[config.mk]
export PLATFORM = sky130hd
export DESIGN_NAME = phase_current_window_averager_core
export DESIGN_NICKNAME = d
export VERILOG_FILES = /design/src/design/pcwa_pkg.sv /design/src/design/phase_current_window_averager_core.sv /design/src/design/pcwa_div.sv /design/src/design/pcwa_datapath.sv /design/src/design/pcwa_ctrl.sv
export VERILOG_INCLUDE_DIRS = /design/src /design/src/design
export SDC_FILE = /design/constraint.sdc
export NUM_CORES = 1
export LEC_CHECK = 0
export BUFFER_PORTS_ARGS = -buffer_cell sky130_fd_sc_hd__buf_2
export CORE_MARGIN = 2
export CORE_UTILIZATION = 55
export CTS_BUF_LIST = sky130_fd_sc_hd__clkbuf_4 sky130_fd_sc_hd__clkbuf_8
export DETAILED_ROUTE_END_ITERATION = 10
export PLACE_DENSITY_LB_ADDON = 0.2
export SKIP_LAST_GASP = 1
export SYNTH_ARGS = -nofsm -noshare
export SYNTH_HDL_FRONTEND = slang
export SYNTH_SLANG_ARGS = --single-unit
export TNS_END_PERCENT = 50
[constraint.sdc]
create_clock -name clk -period 7.4 [get_ports clk]
set_input_delay 1.48 -clock clk [delete_from_list [all_inputs] [get_ports clk]]
set_output_delay 1.48 -clock clk [all_outputs]
set_load 0.01 [all_outputs]
[src/design/phase_current_window_averager_core_assert.svh]
// ----------------------------------------------------------------------------
// Assertion macros for the phase current window averager
// Concurrent checks clocked by clk and disabled while rst is high.
// ----------------------------------------------------------------------------
`ifndef PHASE_CURRENT_WINDOW_AVERAGER_CORE_ASSERT_SVH
`define PHASE_CURRENT_WINDOW_AVERAGER_CORE_ASSERT_SVH

`ifndef SYNTH

// Same-cycle implication.
`define PCWA_ASSERT_IMP(label, ante, cons, msg) \
  label: assert property (@(posedge clk) disable iff (rst) (ante) |-> (cons)) \
    else $error(msg);

// Next-cycle implication.
`define PCWA_ASSERT_NEXT(label, ante, cons, msg) \
  label: assert property (@(posedge clk) disable iff (rst) (ante) |=> (cons)) \
    else $error(msg);

`else

`define PCWA_ASSERT_IMP(label, ante, cons, msg)
`define PCWA_ASSERT_NEXT(label, ante, cons, msg)

`endif

`endif

[src/design/pcwa_pkg.sv]
// ----------------------------------------------------------------------------
// pcwa_pkg
// Shared widths, register indexes, command and status types.
// ----------------------------------------------------------------------------
`timescale 1ns / 1ps

package pcwa_pkg;

  localparam int SAMPLE_W    = 12;
  localparam int PATTERN_W   = 8;
  localparam int DUTY_W      = 16;
  localparam int VALUE_W     = 28;
  localparam int CFG_INDEX_W = 2;
  localparam int CFG_DATA_W  = 16;
  localparam int MEAN_W      = 12;
  localparam int PROD_W      = 28;
  localparam int DVS_W       = 16;
  localparam int SAMPLE_MAX  = (1 << SAMPLE_W) - 1;

  typedef enum logic [CFG_INDEX_W-1:0] {
    REG_OFFSET_CODE  = 2'd0,
    REG_PATTERN_A    = 2'd1,
    REG_PATTERN_B    = 2'd2,
    REG_CARRIER_BASE = 2'd3
  } reg_index_t;

  typedef enum logic [3:0] {
    OP_NONE,
    OP_LOAD,
    OP_EVAL,
    OP_MEAN_START,
    OP_MUL,
    OP_SCALE_START,
    OP_STOP_DONE,
    OP_BURST_ACC,
    OP_BURST_START,
    OP_BURST_DONE,
    OP_OUT_LOAD
  } op_t;

  typedef enum logic [2:0] {
    KIND_FILL,
    KIND_STOP_ACC,
    KIND_STOP_REPORT,
    KIND_CLOSE,
    KIND_IDLE
  } kind_t;

  typedef struct packed {
    op_t op;
  } cmd_t;

  typedef struct packed {
    kind_t kind;
    logic  div_done;
    logic  burst_full;
  } status_t;

endpackage

[src/design/phase_current_window_averager_core.sv]
// ----------------------------------------------------------------------------
// phase_current_window_averager_core
// Conduction-window current averager for one motor phase.
// ----------------------------------------------------------------------------
// Each input word carries one ADC sample of the phase shunt, the active
// commutation pattern and the PWM duty, and yields exactly one result word.
// While the pattern matches pattern_a or pattern_b, the distance of the sample
// from offset_code is summed into a conduction window. When the pattern leaves,
// the window mean is scaled by duty / carrier_base and added to a burst, and
// every BURST_COUNT windows the burst mean is reported. A window that reaches
// WINDOW_LIMIT samples marks the motor stopped and feeds a slow average that is
// reported every STOPPED_LIMIT such samples; IDLE_LIMIT samples with no window
// open report zero. The block handles one word at a time; an ordinary sample
// needs no division. Every division runs through one shared restoring divider
// that produces one quotient bit per cycle over W = 28 + log2(BURST_COUNT)
// bits (31 by default), and the sequencer waits on it: a window close runs a
// mean and a scale division, a close that completes a burst adds a burst
// division, and a stopped-average report runs a mean and a scale division.
// A finished result sits in the output register, so the next word is accepted
// while it waits to be taken; it only stalls the sequencer when a second
// result is ready before the first has left. Configuration writes take effect
// at once and are meant for idle periods.
// ----------------------------------------------------------------------------
`timescale 1ns / 1ps

module phase_current_window_averager_core #(
  parameter int WINDOW_LIMIT  = 2000,
  parameter int STOPPED_LIMIT = 1000,
  parameter int BURST_COUNT   = 8,
  parameter int IDLE_LIMIT    = 2000
) (
  input  logic                                clk,
  input  logic                                rst,
  // Configuration write port.
  input  logic                                wr_en,
  input  logic [pcwa_pkg::CFG_INDEX_W-1:0]    wr_index,
  input  logic [pcwa_pkg::CFG_DATA_W-1:0]     wr_data,
  // Input words.
  input  logic                                in_valid,
  output logic                                in_ready,
  input  logic [pcwa_pkg::SAMPLE_W-1:0]       sample,
  input  logic [pcwa_pkg::PATTERN_W-1:0]      pattern,
  input  logic [pcwa_pkg::DUTY_W-1:0]         duty,
  // Result words.
  output logic                                out_valid,
  input  logic                                out_ready,
  output logic                                result_written,
  output logic [pcwa_pkg::VALUE_W-1:0]        current_value,
  output logic                                rotor_halted
);

  // The sequencer issues one datapath command per cycle and watches the
  // divider and accumulator status that comes back.
  pcwa_pkg::cmd_t    cmd;
  pcwa_pkg::status_t status;

  pcwa_ctrl u_ctrl (
    .clk       (clk),
    .rst       (rst),
    .in_valid  (in_valid),
    .in_ready  (in_ready),
    .out_valid (out_valid),
    .out_ready (out_ready),
    .status    (status),
    .cmd       (cmd)
  );

  // The datapath holds configuration, all accumulators, the duty multiplier,
  // the shared divider and the output payload register.
  pcwa_datapath #(
    .WINDOW_LIMIT  (WINDOW_LIMIT),
    .STOPPED_LIMIT (STOPPED_LIMIT),
    .BURST_COUNT   (BURST_COUNT),
    .IDLE_LIMIT    (IDLE_LIMIT)
  ) u_datapath (
    .clk            (clk),
    .rst            (rst),
    .wr_en          (wr_en),
    .wr_index       (wr_index),
    .wr_data        (wr_data),
    .sample         (sample),
    .pattern        (pattern),
    .duty           (duty),
    .cmd            (cmd),
    .status         (status),
    .result_written (result_written),
    .current_value  (current_value),
    .rotor_halted   (rotor_halted)
  );

endmodule

[src/design/pcwa_div.sv]
// ----------------------------------------------------------------------------
// pcwa_div
// Restoring divider that retires one quotient bit per cycle.
// ----------------------------------------------------------------------------
`timescale 1ns / 1ps

module pcwa_div #(
  parameter int DVD_W = 31
) (
  input  logic                         clk,
  input  logic                         rst,
  input  logic                         start,
  input  logic [DVD_W-1:0]             dividend,
  input  logic [pcwa_pkg::DVS_W-1:0]   divisor,
  output logic [DVD_W-1:0]             quotient,
  output logic                         done
);

  localparam int DVS_W = pcwa_pkg::DVS_W;
  localparam int CNT_W = $clog2(DVD_W + 1);

  logic             busy;
  logic [CNT_W-1:0] cnt;
  logic [DVS_W-1:0] rem;
  logic [DVS_W-1:0] dvs;
  logic [DVD_W-1:0] quo;

  logic [DVS_W:0]   trial;
  logic [DVS_W:0]   diff;
  logic             ge;
  logic [DVS_W-1:0] rem_next;
  logic [DVD_W-1:0] quo_next;

  always_comb begin
    trial    = {rem, quo[DVD_W-1]};
    diff     = trial - {1'b0, dvs};
    ge       = (trial >= {1'b0, dvs});
    rem_next = ge ? diff[DVS_W-1:0] : trial[DVS_W-1:0];
    quo_next = {quo[DVD_W-2:0], ge};
  end

  always_ff @(posedge clk) begin
    if (rst) begin
      busy <= 1'b0;
      done <= 1'b0;
      cnt  <= '0;
    end else if (start) begin
      busy <= 1'b1;
      done <= 1'b0;
      cnt  <= CNT_W'(DVD_W);
    end else if (busy) begin
      cnt <= cnt - 1'b1;
      if (cnt == CNT_W'(1)) begin
        busy <= 1'b0;
        done <= 1'b1;
      end
    end
  end

  always_ff @(posedge clk) begin
    if (start) begin
      rem <= '0;
      quo <= dividend;
      dvs <= divisor;
    end else if (busy) begin
      rem <= rem_next;
      quo <= quo_next;
    end
  end

  assign quotient = quo;

endmodule

[src/design/pcwa_datapath.sv]
// ----------------------------------------------------------------------------
// pcwa_datapath
// Configuration, window, burst and stopped accumulators, multiplier, divider.
// ----------------------------------------------------------------------------
`timescale 1ns / 1ps

module pcwa_datapath #(
  parameter int WINDOW_LIMIT  = 2000,
  parameter int STOPPED_LIMIT = 1000,
  parameter int BURST_COUNT   = 8,
  parameter int IDLE_LIMIT    = 2000
) (
  input  logic                                clk,
  input  logic                                rst,
  input  logic                                wr_en,
  input  logic [pcwa_pkg::CFG_INDEX_W-1:0]    wr_index,
  input  logic [pcwa_pkg::CFG_DATA_W-1:0]     wr_data,
  input  logic [pcwa_pkg::SAMPLE_W-1:0]       sample,
  input  logic [pcwa_pkg::PATTERN_W-1:0]      pattern,
  input  logic [pcwa_pkg::DUTY_W-1:0]         duty,
  input  pcwa_pkg::cmd_t                      cmd,
  output pcwa_pkg::status_t                   status,
  output logic                                result_written,
  output logic [pcwa_pkg::VALUE_W-1:0]        current_value,
  output logic                                rotor_halted
);

  localparam int SAMPLE_W = pcwa_pkg::SAMPLE_W;
  localparam int VALUE_W  = pcwa_pkg::VALUE_W;
  localparam int MEAN_W   = pcwa_pkg::MEAN_W;
  localparam int PROD_W   = pcwa_pkg::PROD_W;
  localparam int DVS_W    = pcwa_pkg::DVS_W;
  localparam int WSUM_W   = $clog2(WINDOW_LIMIT * pcwa_pkg::SAMPLE_MAX + 1);
  localparam int WCNT_W   = $clog2(WINDOW_LIMIT + 1);
  localparam int SSUM_W   = $clog2(STOPPED_LIMIT * pcwa_pkg::SAMPLE_MAX + 1);
  localparam int SCNT_W   = $clog2(STOPPED_LIMIT + 1);
  localparam int BSUM_W   = VALUE_W + $clog2(BURST_COUNT);
  localparam int BCNT_W   = $clog2(BURST_COUNT + 1);
  localparam int ICNT_W   = $clog2(IDLE_LIMIT + 1);

  // Configuration registers.
  logic [SAMPLE_W-1:0]            offset_code;
  logic [pcwa_pkg::PATTERN_W-1:0] pattern_a;
  logic [pcwa_pkg::PATTERN_W-1:0] pattern_b;
  logic [pcwa_pkg::DUTY_W-1:0]    carrier_base;

  // Accumulator state.
  logic [WSUM_W-1:0]     window_sum;
  logic [WCNT_W-1:0]     window_count;
  logic [BSUM_W-1:0]     burst_sum;
  logic [BCNT_W-1:0]     burst_count;
  logic [SSUM_W-1:0]     stopped_sum;
  logic [SCNT_W-1:0]     stopped_count;
  logic [ICNT_W-1:0]     idle_count;
  logic                  in_window;
  logic                  stopped_flag;
  pcwa_pkg::kind_t       kind;

  // Latched word and intermediate results.
  logic [SAMPLE_W-1:0]            s_reg;
  logic [pcwa_pkg::PATTERN_W-1:0] p_reg;
  logic [pcwa_pkg::DUTY_W-1:0]    d_reg;
  logic [PROD_W-1:0]              prod;
  logic                           res_written;
  logic [VALUE_W-1:0]             res_value;

  // Divider interface.
  logic              div_start;
  logic [BSUM_W-1:0] div_dividend;
  logic [DVS_W-1:0]  div_divisor;
  logic [BSUM_W-1:0] div_quotient;
  logic              div_done;

  logic                match;
  logic [SAMPLE_W-1:0] diff;
  logic [ICNT_W-1:0]   idle_next;
  logic [MEAN_W-1:0]   mean_q;

  always_comb begin
    match     = (p_reg == pattern_a) || (p_reg == pattern_b);
    diff      = (s_reg > offset_code) ? (s_reg - offset_code) : (offset_code - s_reg);
    idle_next = (idle_count < ICNT_W'(IDLE_LIMIT)) ? (idle_count + 1'b1) : idle_count;
    mean_q    = div_quotient[MEAN_W-1:0];
  end

  always_comb begin
    div_start    = 1'b0;
    div_dividend = '0;
    div_divisor  = DVS_W'(1);
    case (cmd.op)
      pcwa_pkg::OP_MEAN_START: begin
        div_start = 1'b1;
        if (kind == pcwa_pkg::KIND_STOP_REPORT) begin
          div_dividend = BSUM_W'(stopped_sum);
          div_divisor  = DVS_W'(stopped_count);
        end else if (window_count != '0) begin
          div_dividend = BSUM_W'(window_sum);
          div_divisor  = DVS_W'(window_count);
        end
      end
      pcwa_pkg::OP_SCALE_START: begin
        div_start    = 1'b1;
        div_dividend = BSUM_W'(prod);
        if (carrier_base != '0) begin
          div_divisor = carrier_base;
        end
      end
      pcwa_pkg::OP_BURST_START: begin
        div_start    = 1'b1;
        div_dividend = burst_sum;
        div_divisor  = DVS_W'(burst_count);
      end
      default: begin
      end
    endcase
  end

  pcwa_div #(
    .DVD_W (BSUM_W)
  ) u_div (
    .clk      (clk),
    .rst      (rst),
    .start    (div_start),
    .dividend (div_dividend),
    .divisor  (div_divisor),
    .quotient (div_quotient),
    .done     (div_done)
  );

  always_ff @(posedge clk) begin
    if (rst) begin
      offset_code   <= '0;
      pattern_a     <= '0;
      pattern_b     <= 8'd1;
      carrier_base  <= 16'd1;
      window_sum    <= '0;
      window_count  <= '0;
      burst_sum     <= '0;
      burst_count   <= '0;
      stopped_sum   <= '0;
      stopped_count <= '0;
      idle_count    <= '0;
      in_window     <= 1'b0;
      stopped_flag  <= 1'b0;
      kind          <= pcwa_pkg::KIND_IDLE;
    end else begin
      if (wr_en) begin
        case (pcwa_pkg::reg_index_t'(wr_index))
          pcwa_pkg::REG_OFFSET_CODE:  offset_code  <= wr_data[SAMPLE_W-1:0];
          pcwa_pkg::REG_PATTERN_A:    pattern_a    <= wr_data[pcwa_pkg::PATTERN_W-1:0];
          pcwa_pkg::REG_PATTERN_B:    pattern_b    <= wr_data[pcwa_pkg::PATTERN_W-1:0];
          pcwa_pkg::REG_CARRIER_BASE: carrier_base <= wr_data[pcwa_pkg::DUTY_W-1:0];
          default: begin
          end
        endcase
      end
      case (cmd.op)
        pcwa_pkg::OP_EVAL: begin
          if (match) begin
            idle_count <= '0;
            if (window_count < WCNT_W'(WINDOW_LIMIT)) begin
              window_sum    <= window_sum + WSUM_W'(diff);
              window_count  <= window_count + 1'b1;
              in_window     <= 1'b1;
              stopped_flag  <= 1'b0;
              stopped_count <= '0;
              kind          <= pcwa_pkg::KIND_FILL;
            end else begin
              window_sum   <= '0;
              window_count <= '0;
              burst_sum    <= '0;
              burst_count  <= '0;
              stopped_flag <= 1'b1;
              in_window    <= 1'b0;
              if (stopped_count < SCNT_W'(STOPPED_LIMIT)) begin
                stopped_sum   <= stopped_sum + SSUM_W'(diff);
                stopped_count <= stopped_count + 1'b1;
                kind          <= pcwa_pkg::KIND_STOP_ACC;
              end else begin
                kind <= pcwa_pkg::KIND_STOP_REPORT;
              end
            end
          end else if (in_window) begin
            in_window <= 1'b0;
            kind      <= pcwa_pkg::KIND_CLOSE;
          end else begin
            idle_count <= idle_next;
            kind       <= pcwa_pkg::KIND_IDLE;
          end
        end
        pcwa_pkg::OP_MEAN_START: begin
          // The divider has taken the window, so it can be cleared now.
          if (kind == pcwa_pkg::KIND_CLOSE) begin
            window_sum   <= '0;
            window_count <= '0;
          end
        end
        pcwa_pkg::OP_STOP_DONE: begin
          stopped_sum   <= '0;
          stopped_count <= '0;
        end
        pcwa_pkg::OP_BURST_ACC: begin
          burst_sum   <= burst_sum + BSUM_W'(div_quotient[VALUE_W-1:0]);
          burst_count <= burst_count + 1'b1;
        end
        pcwa_pkg::OP_BURST_DONE: begin
          burst_sum   <= '0;
          burst_count <= '0;
        end
        default: begin
        end
      endcase
    end
  end

  always_ff @(posedge clk) begin
    case (cmd.op)
      pcwa_pkg::OP_LOAD: begin
        s_reg <= sample;
        p_reg <= pattern;
        d_reg <= duty;
      end
      pcwa_pkg::OP_EVAL: begin
        res_written <= !match && !in_window && (idle_next >= ICNT_W'(IDLE_LIMIT));
        res_value   <= '0;
      end
      pcwa_pkg::OP_MUL: begin
        prod <= PROD_W'(mean_q) * PROD_W'(d_reg);
      end
      pcwa_pkg::OP_STOP_DONE, pcwa_pkg::OP_BURST_DONE: begin
        res_written <= 1'b1;
        res_value   <= div_quotient[VALUE_W-1:0];
      end
      pcwa_pkg::OP_OUT_LOAD: begin
        result_written <= res_written;
        current_value  <= res_value;
        rotor_halted   <= stopped_flag;
      end
      default: begin
      end
    endcase
  end

  always_comb begin
    status.kind       = kind;
    status.div_done   = div_done;
    status.burst_full = (burst_count >= BCNT_W'(BURST_COUNT));
  end

endmodule

[src/design/pcwa_ctrl.sv]
// ----------------------------------------------------------------------------
// pcwa_ctrl
// Sequencer that steps the datapath through one word at a time.
// ----------------------------------------------------------------------------
`timescale 1ns / 1ps

`include "phase_current_window_averager_core_assert.svh"

module pcwa_ctrl (
  input  logic              clk,
  input  logic              rst,
  input  logic              in_valid,
  output logic              in_ready,
  output logic              out_valid,
  input  logic              out_ready,
  input  pcwa_pkg::status_t status,
  output pcwa_pkg::cmd_t    cmd
);

  typedef enum logic [3:0] {
    S_IDLE,
    S_EVAL,
    S_DISPATCH,
    S_MEAN_GO,
    S_MEAN_WAIT,
    S_MUL,
    S_SCALE_GO,
    S_SCALE_WAIT,
    S_SCALE_DONE,
    S_BURST_CHK,
    S_BURST_GO,
    S_BURST_WAIT,
    S_BURST_DONE,
    S_EMIT
  } state_t;

  state_t state;
  logic   out_free;
  logic   report;

  assign in_ready = (state == S_IDLE);
  assign out_free = !out_valid || out_ready;
  assign report   = (status.kind == pcwa_pkg::KIND_STOP_REPORT);

  always_comb begin
    cmd.op = pcwa_pkg::OP_NONE;
    case (state)
      S_IDLE:       cmd.op = in_valid ? pcwa_pkg::OP_LOAD : pcwa_pkg::OP_NONE;
      S_EVAL:       cmd.op = pcwa_pkg::OP_EVAL;
      S_MEAN_GO:    cmd.op = pcwa_pkg::OP_MEAN_START;
      S_MUL:        cmd.op = pcwa_pkg::OP_MUL;
      S_SCALE_GO:   cmd.op = pcwa_pkg::OP_SCALE_START;
      S_SCALE_DONE: cmd.op = report ? pcwa_pkg::OP_STOP_DONE : pcwa_pkg::OP_BURST_ACC;
      S_BURST_GO:   cmd.op = pcwa_pkg::OP_BURST_START;
      S_BURST_DONE: cmd.op = pcwa_pkg::OP_BURST_DONE;
      S_EMIT:       cmd.op = out_free ? pcwa_pkg::OP_OUT_LOAD : pcwa_pkg::OP_NONE;
      default:      cmd.op = pcwa_pkg::OP_NONE;
    endcase
  end

  always_ff @(posedge clk) begin
    if (rst) begin
      state     <= S_IDLE;
      out_valid <= 1'b0;
    end else begin
      if (state == S_EMIT && out_free) begin
        out_valid <= 1'b1;
      end else if (out_ready) begin
        out_valid <= 1'b0;
      end
      case (state)
        S_IDLE: begin
          if (in_valid) begin
            state <= S_EVAL;
          end
        end
        S_EVAL: state <= S_DISPATCH;
        S_DISPATCH: begin
          if (report || status.kind == pcwa_pkg::KIND_CLOSE) begin
            state <= S_MEAN_GO;
          end else begin
            state <= S_EMIT;
          end
        end
        S_MEAN_GO: state <= S_MEAN_WAIT;
        S_MEAN_WAIT: begin
          if (status.div_done) begin
            state <= S_MUL;
          end
        end
        S_MUL:      state <= S_SCALE_GO;
        S_SCALE_GO: state <= S_SCALE_WAIT;
        S_SCALE_WAIT: begin
          if (status.div_done) begin
            state <= S_SCALE_DONE;
          end
        end
        S_SCALE_DONE: state <= report ? S_EMIT : S_BURST_CHK;
        S_BURST_CHK:  state <= status.burst_full ? S_BURST_GO : S_EMIT;
        S_BURST_GO:   state <= S_BURST_WAIT;
        S_BURST_WAIT: begin
          if (status.div_done) begin
            state <= S_BURST_DONE;
          end
        end
        S_BURST_DONE: state <= S_EMIT;
        S_EMIT: begin
          if (out_free) begin
            state <= S_IDLE;
          end
        end
        default: state <= S_IDLE;
      endcase
    end
  end

  `PCWA_ASSERT_NEXT(a_one_word, in_valid && in_ready, !in_ready, "word accepted while busy")
  `PCWA_ASSERT_NEXT(a_load_sets_valid, cmd.op == pcwa_pkg::OP_OUT_LOAD, out_valid, "result lost")
  `PCWA_ASSERT_IMP(a_no_overwrite, cmd.op == pcwa_pkg::OP_OUT_LOAD, out_free, "result overwritten")
  `PCWA_ASSERT_NEXT(a_start_clears_done,
                    cmd.op == pcwa_pkg::OP_MEAN_START || cmd.op == pcwa_pkg::OP_SCALE_START ||
                    cmd.op == pcwa_pkg::OP_BURST_START,
                    !status.div_done, "stale divider done")

endmodule
* Word-level counts from Yosys, hierarchy flattened *
Index checks and enable logic that the tools add are counted.

word-level totals
  flip-flop bits (word level) = 359
  bits of input ports = 59

operators by class
  add/sub/neg operators = 11
  $mul = 1
  magnitude comparators = 7
  equality and inequality tests = 42
  muxes and demuxes = 66
  reduce and logical (&&, ||, !) cells = 34

operator list
  cell                     count
  $pmux W31 S3             2
  $mux W31                 5
  $mux W23                 4
  $mux W11                 7
  $mux W22                 3
  $pmux W28 S2             1
  $pmux W4 S14             1
  $mux W16                 3
  $pmux W16 S3             1
  $pmux W23 S2             1
  $pmux W22 S2             1
  $eq A4 B4 Y1 const B     9
  $mux W4                  9
  $pmux W4 S9              1
  $eq A4 B3 Y1 const B     8
  $add A31 B28 Y31         1
  $mux W10                 3
  $mul A12 B16 Y28         1
  $sub A12 B12 Y12         2
  $add A23 B12 Y23         1
  $add A11 B1 Y11 const B  2
  $add A22 B12 Y22         1
  $lt A11 B11 Y1 const B   2
  $pmux W11 S2             1
  other kinds (42)         91

* Logic depth before layout (Yosys ltp) *
Gate-level depths: netlist (run 1).

  word-level depth = 8
  gate-level depth with buffers = 23

* By module *
A second synthesis (run 1) with hierarchy kept.

second synthesis, totals
  cells, all modules = 2,709
  area total of the unflattened synthesis = 25,325.5 µm²

by module, submodules not included
  module         instances  cells an instance  area each (µm²)
  pcwa_datapath  1          2,276              20,868.8
  pcwa_div       1          357                3,849.9
  pcwa_ctrl      1          76                 606.8

* Least setup slack after synthesis (run 1) *
OpenSTA, ideal clock, no wires.

  path type = register to register
  from = register u_datapath.u_div.quo[5], in the netlist u_datapath.u_div.quotient[5]
  to = register u_datapath.prod[25] (data pin)
  setup time = 258 ps
  data arrival time = 5,483 ps
  data required time = 7,142 ps
  slack = 1,659 ps
  cell stages (with the launch flop) = 21
  period minus slack after synthesis = 5,741 ps
  path through = edfxtp_1 -> clkbuf_1 -> clkbuf_1 -> nand2_1 -> fa_1 -> fa_1 -> fa_1 -> inv_1 -> fa_1 -> inv_1 -> fa_1 -> inv_1 -> ha_1 -> a2111oi_0 -> o21ai_0 -> a41oi_1 -> nor4bb_1 -> nor2_1 -> o2111ai_1 -> a21oi_1 -> xnor2_1

on the way
  cells in the longest elaborated chain, start to end = 1

ends and longest elaborated chain
  item                    line                  RTL
  start, declared         pcwa_div.sv:26        logic [DVD_W-1:0] quo;
  start signal, assigned  pcwa_div.sv:63        quo <= dividend;
  start signal, assigned  pcwa_div.sv:67        quo <= quo_next;
  $mul A12 B16 Y28        pcwa_datapath.sv:228  prod <= PROD_W'(mean_q) * PROD_W'(d_reg);
  end signal, assigned    pcwa_datapath.sv:228
  end, declared           pcwa_datapath.sv:63   logic [PROD_W-1:0] prod;

Every way passes these cells.
A chain may end at the register's enable or synchronous reset.

* Final worst setup path (run 1) *
  from = register u_datapath.u_div.quo[8], in the netlist u_datapath.u_div.quotient[8]
  to = register u_datapath.prod[25] (data pin)

The elaborated chain is that of the path after synthesis.

==> results.md, run 1 <==
- Outcome: finished clean
- Layout area overhead: 9.56%
- # diodes: 0
- Async S/R FF share, synth: 0%
- Worst EP required: 7.83 ns
- Clock transition at path regs: 0.06 ns
- R2R Setup Slk: 1.12 ns
- Post-cts resize count: 0
- DR vias: 19,700
- Synth warnings: 0
- Top routing layer used: met5
- Synth Register Bits: 359
- Sequential-to-total area share from yosys stat: 36.0%
- Post-Synth XOR/XNOR Area: 5.21%
- CTS Sinks: 359
- Distinct cell type count after synthesis: 85
- CORE AREA: 0.0443 mm^2
- Share of post-route cells with drive strength above 1: 9.75%
- Reg2reg path depth: 18
- RSZ-0062 raised after global routing: no
- End of the worst register-to-register path: u_datapath.prod[25]
- Slew @ Worst Pin: 1.10 ns
- Setup crit end kind: register
- Met2 WL: 28,400 um
- Critical path arrival: 6.71 ns
- Die footprint: 0.0466 mm^2
- Crit Path Max Fanout: 19
- Antenna violations before repair: 1
- Most frequent cells in the layout: nand2_1 (341), inv_1 (270), nor2_1 (198)
- Vias per inst: 5.83
- Vias in the first global route: 19,500
- Compound-Gate Fraction of Synth Area: 14.1%
- Slew HR: 26.3%
- Met3 routed WL: 5490 um
- Critical Path Start: u_datapath.u_div.quotient[8]
- Final nets: 3,097
- First-pass GRT wire length: 103,000 um
- Met1 WL: 28,600 um
- Setup Buffers After CTS: 0
- Fin crit share: 84.9%
- Max_cap viols: 0
- Root Driver: clkbuf_8
- Die Span X: 216 um
- Peak Freq: 0.159 GHz
- Prevailing post-synth register cell: dfxtp_1
- Routed len/inst: 19.1 um
- Num CTS Buffers: 66
- # port buffers: 90
- Initial DRC Count: 1,568
- Worst setup SP type: register
- Drt drc: 0
- Syn Area/Cell: 9.29 um^2
- TritonCTS clock tree: done
- Setup violators final: 0
- H-tree Lvls: 3
- Post-synthesis simple-gate area fraction: 17.1%
- Chip Height: 216 um
- Final hold violations: 0
- Cell area after synthesis: 0.0247 mm^2
- Synth area leader: edfxtp_1
- Hold WC Path Type: reg -> reg
- Total grt overflow: 0
- End of the critical path: u_datapath.prod[25]
- DRT Wirelength: 64,600 um
- Adder-cell share of the synthesized area: 20.2%
- Sum of negative setup slack: 0 ns
- Top Ports: 91
- Crit path time final: 6.28 ns
- Syn_nets: 3,031
- Cts hold-fix bufs: 0
- ANT nets after route: 0
- Critical R2R Launch: u_datapath.u_div.quotient[8]
- Synth top area cells: edfxtp_1 (21%), dfxtp_1 (15%), fa_1 (12%)
- Leading cell type in the layout, fill and taps excluded: nand2_1
- Worst Hold Path Cells: 0
- EDFF count, synth: 170
- Gate Count Post-Synth: 2,661
- Initial core utilization: 55.8%
- Post-synthesis mux area share: 1.50%
- Placer congestion estimate: 0.944
- Clock buffer depth: 3
- TritonRoute pass-1 iters: 8
- Largest family of logic cells by synthesized area: adder cells
- CP Class: reg -> reg
- DP Wirelength: 47,800 um
- Pin count of the biggest net entering global routing: 71
- GRT Total Usage: 28.1%
- FP Rows: 77
- Worst-skew pair later-pin latency: 0.68 ns
- Post-synth top area share: 20.7%
- Final Max Tran Viols: 0
- Setup Skew: 0.0514 ns
[cell usage after synthesis, drive strengths merged (28+ instances only)]
| cell | count |
|---|---|
| nor3 | 35 |
| xnor2 | 91 |
| nand2 | 342 |
| nor2 | 200 |
| nand3 | 56 |
| o21ai | 94 |
| xor2 | 56 |
| mux2i | 33 |
| a21o | 37 |
| a31oi | 28 |
| a222oi | 29 |
| clkbuf | 108 |
| fa | 146 |
| dfxtp | 189 |
| and2 | 108 |
| inv | 270 |
| edfxtp | 170 |
| a21oi | 181 |
| ha | 165 |
[per-stage QoR]
| stage | setup slack, ns | hold WS (ns) | util, % | area [um^2] | std cells |
|---|---|---|---|---|---|
| CTS | 1.20 | 0.403 | 61.1 | 27100 | 3372 |
| floorplan | 1.66 | 0.400 | - | 24700 | 2661 |
| detailed placement | 1.22 | 0.405 | 58.0 | 25700 | 3251 |
| finish | 1.12 | 0.398 | 61.1 | 27100 | 3372 |
| global placement | 1.34 | 0.401 | 58.0 | 25700 | 3251 |
| global route | 0.741 | 0.413 | 61.1 | 27100 | 3372 |
[critical path, stage by stage, from the launching register on]
cell,delay [ns]
edfxtp_1,0.87
nand2_1,0.17
fa_1,0.49
fa_1,0.52
fa_1,0.51
inv_1,0.06
fa_1,0.53
inv_1,0.06
fa_1,0.52
inv_1,0.05
ha_1,0.34
a2111oi_0,0.40
o21ai_0,0.21
a41oi_1,0.47
nor4bb_1,0.16
nor2_1,0.24
o2111ai_1,0.16
a21oi_1,0.19
xnor2_1,0.08
[cell type report]
cell class / instances / area (um^2)
flip-flops and latches: 359 / 8890
well taps: 592 / 741
clock inverters: 28 / 235
clock buffers: 93 / 1150
fillers: 3799 / 17200
multi-input cells: 1914 / 14400
repair buffers: 115 / 641
inverters: 271 / 1020
[cell families (layout without fill, tap and decap cells)]
kind of cell | count (synthesis) | in the layout
fa+ha+maj | 311 | 311
xor+xnor | 147 | 147
mux | 36 | 36
simple gates | 891 | 891
flops | 359 | 359
compound gates | 529 | 529
buf+inv | 388 | 507
[routing by layer]
metal,vias to the layer above,GRT usage [%]
met3,138,5.98
met2,796,43.3
met1,9450,39.0
li1,9287,-
met5,-,0
met4,2,10.8
[worst min-delay path by stage]
stage,to,start
5_1_grt,u_datapath.current_value[16],u_datapath.res_value[16]
6_report,u_datapath.current_value[16],u_datapath.res_value[16]
4_1_cts,u_datapath.current_value[16],u_datapath.res_value[16]
2_1_floorplan,u_datapath.current_value[0],u_datapath.res_value[0]
3_5_place_dp,u_datapath.current_value[8],u_datapath.res_value[8]
3_3_place_gp,u_datapath.current_value[25],u_datapath.res_value[25]
Power of run 1 is left out: the tool's default activity adds up to more than one toggle a clock period on the data nets, which glitch-free logic cannot reach.
==> inputs of run 2 (changes only) <==
==> constraint.sdc (replaced) <==
create_clock -name clk -period 6.5 [get_ports clk]
set_input_delay 1.3 -clock clk [delete_from_list [all_inputs] [get_ports clk]]
set_output_delay 1.3 -clock clk [all_outputs]
set_load 0.01 [all_outputs]
==> results.md, run 2 (synthesis gave the netlist of run 1 again) <==
- Post-cts resize count: 0
- CTS Sinks: 359
- Share of post-route cells with drive strength above 1: 9.86%
- Vias in the first global route: 19,200
- Max_cap viols: 0
- Clock transition at path regs: 0.06 ns
- Slew @ Worst Pin: 1.22 ns
- Worst-skew pair later-pin latency: 0.69 ns
- Crit Path Max Fanout: 12
- Antenna violations before repair: 0
- Worst-path cell chain: nand2_1, fa_1, fa_1, fa_1, inv_1, fa_1, inv_1, fa_1, inv_1, ha_1, a2111oi_0, o21ai_0, a41oi_1, nor4bb_1, nor2_1, o2111ai_1, a21oi_1, xnor2_1
- Final Max Tran Viols: 0
- # port buffers: 90
- Delay-heaviest family, CP: adder cells
- Crit path time final: 5.98 ns
- Layout area overhead: 9.89%
- Design area: 0.0272 mm^2
- Vias per inst: 5.79
- Die footprint: 0.0466 mm^2
- RSZ-0062 raised after global routing: no
- Worst setup SP type: register
- Routed len/inst: 18.6 um
- GRT Total Usage: 27.2%
- Placer congestion estimate: 0.927
- Chip Height: 216 um
- Most frequent cells in the layout: nand2_1 (341), inv_1 (270), nor2_1 (198)
- Root Driver: clkbuf_8
- First-pass GRT wire length: 101,000 um
- Peak Freq: 0.167 GHz
- Total grt overflow: 0
- TritonCTS clock tree: done
- ANT nets after route: 0
- H-tree Lvls: 2
- Setup Skew: 0.0557 ns
- Final hold violations: 0
- Dpl cell area: 0.0257 mm^2
- Num CTS Buffers: 61
- Sum of negative setup slack: 0 ns
- Outcome: finished clean
- DRT Wirelength: 62,700 um
- TritonRoute pass-1 iters: 8
- Setup Buffers After CTS: 0
- Critical path arrival: 6.40 ns
- Clock buffer depth: 3
- Leading cell type in the layout, fill and taps excluded: nand2_1
- Top Ports: 91
- Cts hold-fix bufs: 0
- Final nets: 3,097
- Max incr delay on CP: 0.66 ns
- Drt drc: 0
- CORE AREA: 0.0443 mm^2
- Setup crit end kind: register
- Most frequent cell on the critical path: fa_1
- Setup violators final: 0
- Hold WC Path Type: reg -> reg
- CP Class: reg -> reg
- Pin count of the biggest net entering global routing: 81
- Buffers & Inverters on Critical Path: 3
- DR vias: 19,500
- Die Span X: 216 um
- # diodes: 0
- Initial DRC Count: 1,695
- Worst EP required: 6.92 ns
- DP Wirelength: 47,000 um
- FP Rows: 77
- Slew HR: 18.4%
- Slowest CP cell: edfxtp_1
- Initial core utilization: 55.8%
- Fin crit share: 92.0%
-- run 2: cell count changes in the layout (fill, tap and decap cells not counted), moves of 2 or more --
cell,delta
buf_4,+5
bufinv_16,+2
clkbuf_4,-4
clkbuf_8,+5
clkinv_1,-4
clkinvlp_4,-5
-- run 2: per-layer routing --
metal,track usage (%),wire length [um],vias up
met5,0,0,-
met4,9.86,1990,0
met3,4.61,4640,122
met2,43.0,28300,703
met1,37.9,27700,9423
li1,-,-,9273
-- run 2: cell type report --
type	instances	area, um^2
multi-input combinational	1914	14400
inverter	271	1020
sequential	359	8890
tap	592	741
clock buffer	94	1190
clock inverter	21	241
fill	3869	17200
timing repair buffer	120	678
-- run 2: path summary, 6_finish.rpt --
check | from | endpoint | slack, ns | depth (start not counted)
setup reg to reg | u_datapath.d_reg[7] | u_datapath.prod[25] | 0.52 | 18
setup / recovery | u_datapath.d_reg[7] | u_datapath.prod[25] | 0.52 | 18
hold / removal | u_datapath.res_value[16] | u_datapath.current_value[16] | 0.41 | 0
hold reg to reg | u_datapath.res_value[16] | u_datapath.current_value[16] | 0.41 | 0
-- run 2: worst register-to-register path, cell delays in order (launching register included) --
cell	delay, ns
edfxtp_1	0.66
nand2_1	0.13
fa_1	0.53
fa_1	0.45
fa_1	0.49
inv_1	0.05
fa_1	0.53
inv_1	0.06
fa_1	0.52
inv_1	0.04
ha_1	0.34
a2111oi_0	0.42
o21ai_0	0.23
a41oi_1	0.48
nor4bb_1	0.15
nor2_1	0.24
o2111ai_1	0.15
a21oi_1	0.19
xnor2_1	0.08
-- run 2: metrics by stage --
stage | hold slack (ns) | instances | utilization, % | worst slack, ns
2_1_floorplan | 0.400 | 2661 | - | 0.759
3_3_place_gp | 0.401 | 3256 | 58.1 | 0.726
3_5_place_dp | 0.405 | 3256 | 58.1 | 0.692
4_1_cts | 0.415 | 3371 | 61.3 | 0.648
5_1_grt | 0.425 | 3371 | 61.3 | 0.264
6_report | 0.413 | 3371 | 61.3 | 0.521
Power of run 2 is left out for the same reason.
